`config.mk`:
```
export PLATFORM = sky130hd
export DESIGN_NAME = unsigned_restoring_divider_top
export DESIGN_NICKNAME = d
export VERILOG_FILES = /design/src/rtl/urd_pkg.sv /design/src/rtl/urd_cell.sv /design/src/rtl/unsigned_restoring_divider_top.sv
export VERILOG_INCLUDE_DIRS = /design/src /design/src/rtl
export SDC_FILE = /design/constraint.sdc
export NUM_CORES = 2
export LEC_CHECK = 0
export BUFFER_PORTS_ARGS = -buffer_cell sky130_fd_sc_hd__buf_2
export CAP_MARGIN = 15
export CORE_UTILIZATION = 40
export CTS_BUF_LIST = sky130_fd_sc_hd__clkbuf_4 sky130_fd_sc_hd__clkbuf_8 sky130_fd_sc_hd__clkbuf_16
export DETAILED_ROUTE_END_ITERATION = 10
export HOLD_SLACK_MARGIN = 0.06
export PLACE_DENSITY = 0.55
export SETUP_SLACK_MARGIN = 0.05
export SLEW_MARGIN = 20
export SYNTH_ARGS = -nofsm -noshare
export SYNTH_HDL_FRONTEND = slang
export SYNTH_SLANG_ARGS = --single-unit
```
`constraint.sdc`:
```
create_clock -name i_clk -period 21.1 [get_ports i_clk]
set_clock_uncertainty 0.05 [all_clocks]
set_input_delay 4.22 -clock i_clk [delete_from_list [all_inputs] [get_ports i_clk]]
set_output_delay 4.22 -clock i_clk [all_outputs]
set_load 0.1 [all_outputs]
```
`src/rtl/unsigned_restoring_divider_top_macros.svh`:
```
// Assertion macros for the divider, all clocked on i_clk and
// disabled while i_rst_n is low.
`ifndef UNSIGNED_RESTORING_DIVIDER_TOP_MACROS_SVH
`define UNSIGNED_RESTORING_DIVIDER_TOP_MACROS_SVH

// Same-cycle implication
`define URD_ASSERT_IMPL(lbl, ante, cons, msg) \
    lbl: assert property (@(posedge i_clk) disable iff (!i_rst_n) (ante) |-> (cons)) \
        else $error(msg);

// Next-cycle implication
`define URD_ASSERT_NEXT(lbl, ante, cons, msg) \
    lbl: assert property (@(posedge i_clk) disable iff (!i_rst_n) (ante) |=> (cons)) \
        else $error(msg);

`endif

```
`src/rtl/urd_pkg.sv`:
```
`timescale 1ns / 1ps

package urd_pkg;

    // Default datapath width in bits (allowed 4 to 64)
    localparam int DEFAULT_WIDTH = 32;

endpackage

```
`src/rtl/urd_cell.sv`:
```
`timescale 1ns / 1ps

// One restoring step: shift in the next dividend bit, trial subtract,
// record the quotient bit in the vacated low bit of the dividend word.
module urd_cell #(
    parameter int WIDTH = urd_pkg::DEFAULT_WIDTH
) (
    input  logic             i_clk,
    input  logic             i_rst_n,
    // upstream side
    input  logic             i_valid,
    output logic             o_ready,
    input  logic [WIDTH-1:0] i_rem,
    input  logic [WIDTH-1:0] i_acc,
    input  logic [WIDTH-1:0] i_den,
    // downstream side
    output logic             o_valid,
    input  logic             i_ready,
    output logic [WIDTH-1:0] o_rem,
    output logic [WIDTH-1:0] o_acc,
    output logic [WIDTH-1:0] o_den
);

    logic             r_valid;
    logic [WIDTH-1:0] r_rem;
    logic [WIDTH-1:0] r_acc;
    logic [WIDTH-1:0] r_den;

    logic [WIDTH-1:0] w_shift;
    logic             w_ge;
    logic [WIDTH-1:0] n_rem;
    logic [WIDTH-1:0] n_acc;

    // Stage can load when empty or when its beat leaves this cycle
    assign o_ready = !r_valid || i_ready;

    // Shift/compare/subtract; the partial remainder MSB is always zero here
    always_comb begin
        w_shift = {i_rem[WIDTH-2:0], i_acc[WIDTH-1]};
        w_ge    = (w_shift >= i_den);
        n_rem   = w_ge ? (w_shift - i_den) : w_shift;
        n_acc   = {i_acc[WIDTH-2:0], w_ge};
    end

    // Valid bit
    always_ff @(posedge i_clk) begin
        if (!i_rst_n) begin
            r_valid <= 1'b0;
        end else if (o_ready) begin
            r_valid <= i_valid;
        end
    end

    // Payload
    always_ff @(posedge i_clk) begin
        if (i_valid && o_ready) begin
            r_rem <= n_rem;
            r_acc <= n_acc;
            r_den <= i_den;
        end
    end

    assign o_valid = r_valid;
    assign o_rem   = r_rem;
    assign o_acc   = r_acc;
    assign o_den   = r_den;

endmodule

```
`src/rtl/unsigned_restoring_divider_top.sv`:
```
`timescale 1ns / 1ps
// Path: a beat is registered in each of the WIDTH step cells in turn and then
// in the output register before it leaves as an output beat.
// Throughput: one beat per cycle while the output takes beats; each cell holds
// one beat, so WIDTH + 1 beats can be in flight; a stall backs up cell by cell.
// Reset: synchronous, active low; clears all valid bits, payload is not reset.

`include "unsigned_restoring_divider_top_macros.svh"

module unsigned_restoring_divider_top #(
    parameter int WIDTH = urd_pkg::DEFAULT_WIDTH
) (
    input  logic                                  i_clk,
    input  logic                                  i_rst_n,
    // dividend [WIDTH-1:0], divisor [2*WIDTH-1:WIDTH], zero pad above
    input  logic [((2*WIDTH+7)/8)*8-1:0]          s_axis_tdata,
    input  logic                                  s_axis_tvalid,
    output logic                                  s_axis_tready,
    // quotient [WIDTH-1:0], remainder [2*WIDTH-1:WIDTH], zero pad above
    output logic [((2*WIDTH+7)/8)*8-1:0]          m_axis_tdata,
    output logic                                  m_axis_tvalid,
    input  logic                                  m_axis_tready
);

    localparam int TDATA_W = ((2*WIDTH+7)/8)*8;

    // Links between cells; link k feeds cell k
    logic             w_valid [WIDTH+1];
    logic             w_ready [WIDTH+1];
    logic [WIDTH-1:0] w_rem   [WIDTH+1];
    logic [WIDTH-1:0] w_acc   [WIDTH+1];
    logic [WIDTH-1:0] w_den   [WIDTH+1];

    logic             r_out_valid;
    logic [WIDTH-1:0] r_quo;
    logic [WIDTH-1:0] r_rem;

    // Input beat enters the first cell with a zero partial remainder
    assign w_valid[0]    = s_axis_tvalid;
    assign w_rem[0]      = '0;
    assign w_acc[0]      = s_axis_tdata[WIDTH-1:0];
    assign w_den[0]      = s_axis_tdata[2*WIDTH-1:WIDTH];
    assign s_axis_tready = w_ready[0];

    // Chain of step cells, one quotient bit each, MSB first
    for (genvar k = 0; k < WIDTH; k++) begin : g_cell
        urd_cell #(
            .WIDTH (WIDTH)
        ) u_cell (
            .i_clk   (i_clk),
            .i_rst_n (i_rst_n),
            .i_valid (w_valid[k]),
            .o_ready (w_ready[k]),
            .i_rem   (w_rem[k]),
            .i_acc   (w_acc[k]),
            .i_den   (w_den[k]),
            .o_valid (w_valid[k+1]),
            .i_ready (w_ready[k+1]),
            .o_rem   (w_rem[k+1]),
            .o_acc   (w_acc[k+1]),
            .o_den   (w_den[k+1])
        );
    end

    // Output register; zero divisor forces both results to zero
    assign w_ready[WIDTH] = !r_out_valid || m_axis_tready;

    always_ff @(posedge i_clk) begin
        if (!i_rst_n) begin
            r_out_valid <= 1'b0;
        end else if (w_ready[WIDTH]) begin
            r_out_valid <= w_valid[WIDTH];
        end
    end

    always_ff @(posedge i_clk) begin
        if (w_valid[WIDTH] && w_ready[WIDTH]) begin
            if (w_den[WIDTH] == '0) begin
                r_quo <= '0;
                r_rem <= '0;
            end else begin
                r_quo <= w_acc[WIDTH];
                r_rem <= w_rem[WIDTH];
            end
        end
    end

    assign m_axis_tvalid = r_out_valid;
    assign m_axis_tdata  = TDATA_W'({r_rem, r_quo});

    // Input only stalls when the whole chain is full and the output is blocked
    `URD_ASSERT_IMPL(a_stall_only_when_full, !s_axis_tready,
        w_valid[1] && w_valid[WIDTH] && r_out_valid && !m_axis_tready,
        "input stalled with room in the chain")
    // Final partial remainder is below a nonzero divisor
    `URD_ASSERT_IMPL(a_rem_below_den, w_valid[WIDTH] && (w_den[WIDTH] != '0),
        w_rem[WIDTH] < w_den[WIDTH], "remainder not below divisor")
    // A beat taken from the last cell shows up at the output
    `URD_ASSERT_NEXT(a_out_loaded, w_valid[WIDTH] && w_ready[WIDTH], m_axis_tvalid,
        "output register lost a beat")

endmodule

```
==> metrics <==
initial antenna violation count=12; GR Util met3=1.97%; Synth Register Bits=3138; Post-synth EDFFs=3105; result of the run=complete, no violations; Initial Util=40.3%; global routing's busiest layer=met2; vias in the first global route=94700; dpl cell area=162000 µm²; Die Ht=623 µm; Layout area overhead=12.6%; synth warn=0; die width=623 µm; RSZ-0062 raised after global routing=no; DP HPWL=279000 µm; post-CTS resize count=0; post-synthesis net count=13400; register area share after synthesis=60.8%; IO Count=134; final setup TNS=0 ns; max frequency=82.1 MHz; drt pass-1 iters=6; fin crit share=57.7%; GR Layer Usage met1=24.2%; Clock Sinks=3138; H-tree Lvls=5; synthesized area=154000 µm²; DRC=0; post-DR vias/cell=5.23; synth unique cells=86; Lkg Pwr=66.6 nW; first-pass GRT wire length=558000 µm; Placer Congestion=0.885; grt met2 use=31.6%; CTS tree=done; vias=94200; Worst Path Required=16.83 ns; full die area=389000 µm²; Mapped Cells=12300; Least-Margin Pin Slew=1.16 ns; Max-slew headroom=21.9%; root buf cell=clkbuf_16; FFs w/ async S/R, synth=0%; pwr dens=76.8 nW/µm²; setup bufs post-CTS=0; Mean Syn Cell Area=12.6 µm²; cts bufs inserted=351; CTS Hold Bufs=0; post-route cell area=174000 µm²; startpoint class of the critical path=input port; Final Critical Period=12.18 ns; fin. max-slew vios=0; Hold WC Path Type=flop to flop; Main synth FF type=edfxtp_1; Arrival @ worst endpoint=7.91 ns; Placed Cells=17400; Worst Hold Slack=0.342 ns; num rows=227; critical path class=input port to output pin; Final Net Count=13800; MaxCap Viol Count=0; Worst-Skew Late Latency=0.92 ns; proportion of layout cells with a drive suffix above 1=10.2%; PortBufs=133; final hold vios=0; WL per Instance=20.1 µm; core area=383000 µm²; Total Wirelength=362000 µm; Final setup viols=0; highest-count cells in the layout ignoring fill and taps=3105 x edfxtp_1, 1234 x inv_1, 994 x ha_1; GRT Total Usage=18.3%; 1st-iter DRT viols=6796; final std cells w/o fill=18000; CP max FO=5; pin count of the biggest net entering global routing=77; Crit. End Element=output pin; grt ovf=0; Max Buffers Root-to-Sink=4; commonest non-fill, non-tap cell in the layout=edfxtp_1; VDD IR max=0.0638 mV; Worst-path clk slew=0.06 ns; Final ANT Viol Nets=0
==> cells by family (layout without fill, tap and decap cells) <==
group           count (synthesis)  after routing  share of synthesized area, %
flops                        3138           3138                          60.8
compound gates               2899           2899                          11.6
simple gates                 2534           2534                          7.75
buf+inv                      1437           2109                          3.56
fa+ha+maj                    1025           1025                          8.46
xor+xnor                      796            796                          4.52
mux                           457            457                          3.30
other cells                     0              4                             0
==> cell usage after synthesis, types with 152 or more instances <==
| master | number | share of area [%] |
|---|---|---|
| edfxtp_1 | 3105 | 60 |
| inv_1 | 1234 | 3.0 |
| ha_1 | 994 | 8.1 |
| nand2_1 | 868 | 2.1 |
| o21ai_0 | 840 | 2.7 |
| a21oi_1 | 818 | 2.7 |
| nor2_1 | 572 | 1.4 |
| xnor2_1 | 497 | 2.8 |
| mux2_2 | 394 | 2.9 |
| a21o_1 | 379 | 1.8 |
| xor2_1 | 299 | 1.7 |
| nor2b_1 | 225 | 0.91 |
| o21a_1 | 166 | 0.81 |
| nand3_1 | 161 | 0.52 |
| clkbuf_1 | 152 | 0.37 |
| nor3_1 | 152 | 0.49 |
==> stage by stage <==
| step | total power, W | util (%) | setup slack [ns] |
|---|---|---|---|
| floorplan | 0.00712 | - | 7.80 |
| global route | 0.0138 | 45.4 | 8.64 |
| global placement | 0.00719 | 42.2 | 8.79 |
| finish | 0.0134 | 45.4 | 8.92 |
| CTS | 0.0135 | 45.4 | 8.85 |
| detailed placement | 0.00719 | 42.2 | 8.86 |
==> flip-flops by register name, indices dropped and copies added, names as in the netlist <==
register,count
g_cell.u_cell.o_valid,32
r_quo,32
r_rem,32
g_cell.u_cell.o_den,1024
m_axis_tvalid,1
g_cell.u_cell.o_rem,993
g_cell.u_cell.o_acc,1024
==> layer usage <==
metal | part of all wire [%] | routed length (µm)
met1 | 45 | 162000
met2 | 49 | 176000
met3 | 3.7 | 13200
met4 | 3.0 | 10700
met5 | 0 | 0
==> report_power, final <==
part	switching, W	internal [W]
Sequential	0.0000281	0.00680
Clock	0.00253	0.00376
Combinational	0.000138	0.0000926
==> path summary, 6_finish.rpt <==
check,from,endpoint,slack [ns],cells after the start
max,m_axis_tready,s_axis_tready,8.92,11
min,g_cell[16].u_cell.o_acc[3],g_cell[17].u_cell.o_acc[4],0.34,0
max reg2reg,g_cell[13].u_cell.o_den[0],g_cell[14].u_cell.o_rem[7],15.59,15
min reg2reg,g_cell[16].u_cell.o_acc[3],g_cell[17].u_cell.o_acc[4],0.34,0
==> final cells by class <==
cell class,count,area [µm²]
antenna,4,10.0
tap,5038,6300
timing repair buffer,232,1430
clock buffer,407,9240
inverter,1234,4630
multi-input combinational,7711,55600
sequential,3138,93900
clock inverter,236,2710
fill,34000,209000
==> worst max-delay path: stages <==
cell and delay (ns):
buf_2 0.09, nor2b_1 0.49, and3_1 0.44, and3_1 0.35, nand2_1 0.16, nor4_1 0.44, and2_1 0.32, nand4_1 0.27
nor2_1 0.59, nand2_1 0.18, buf_2 0.33
Note: power is estimated with default switching activity, not from simulation.
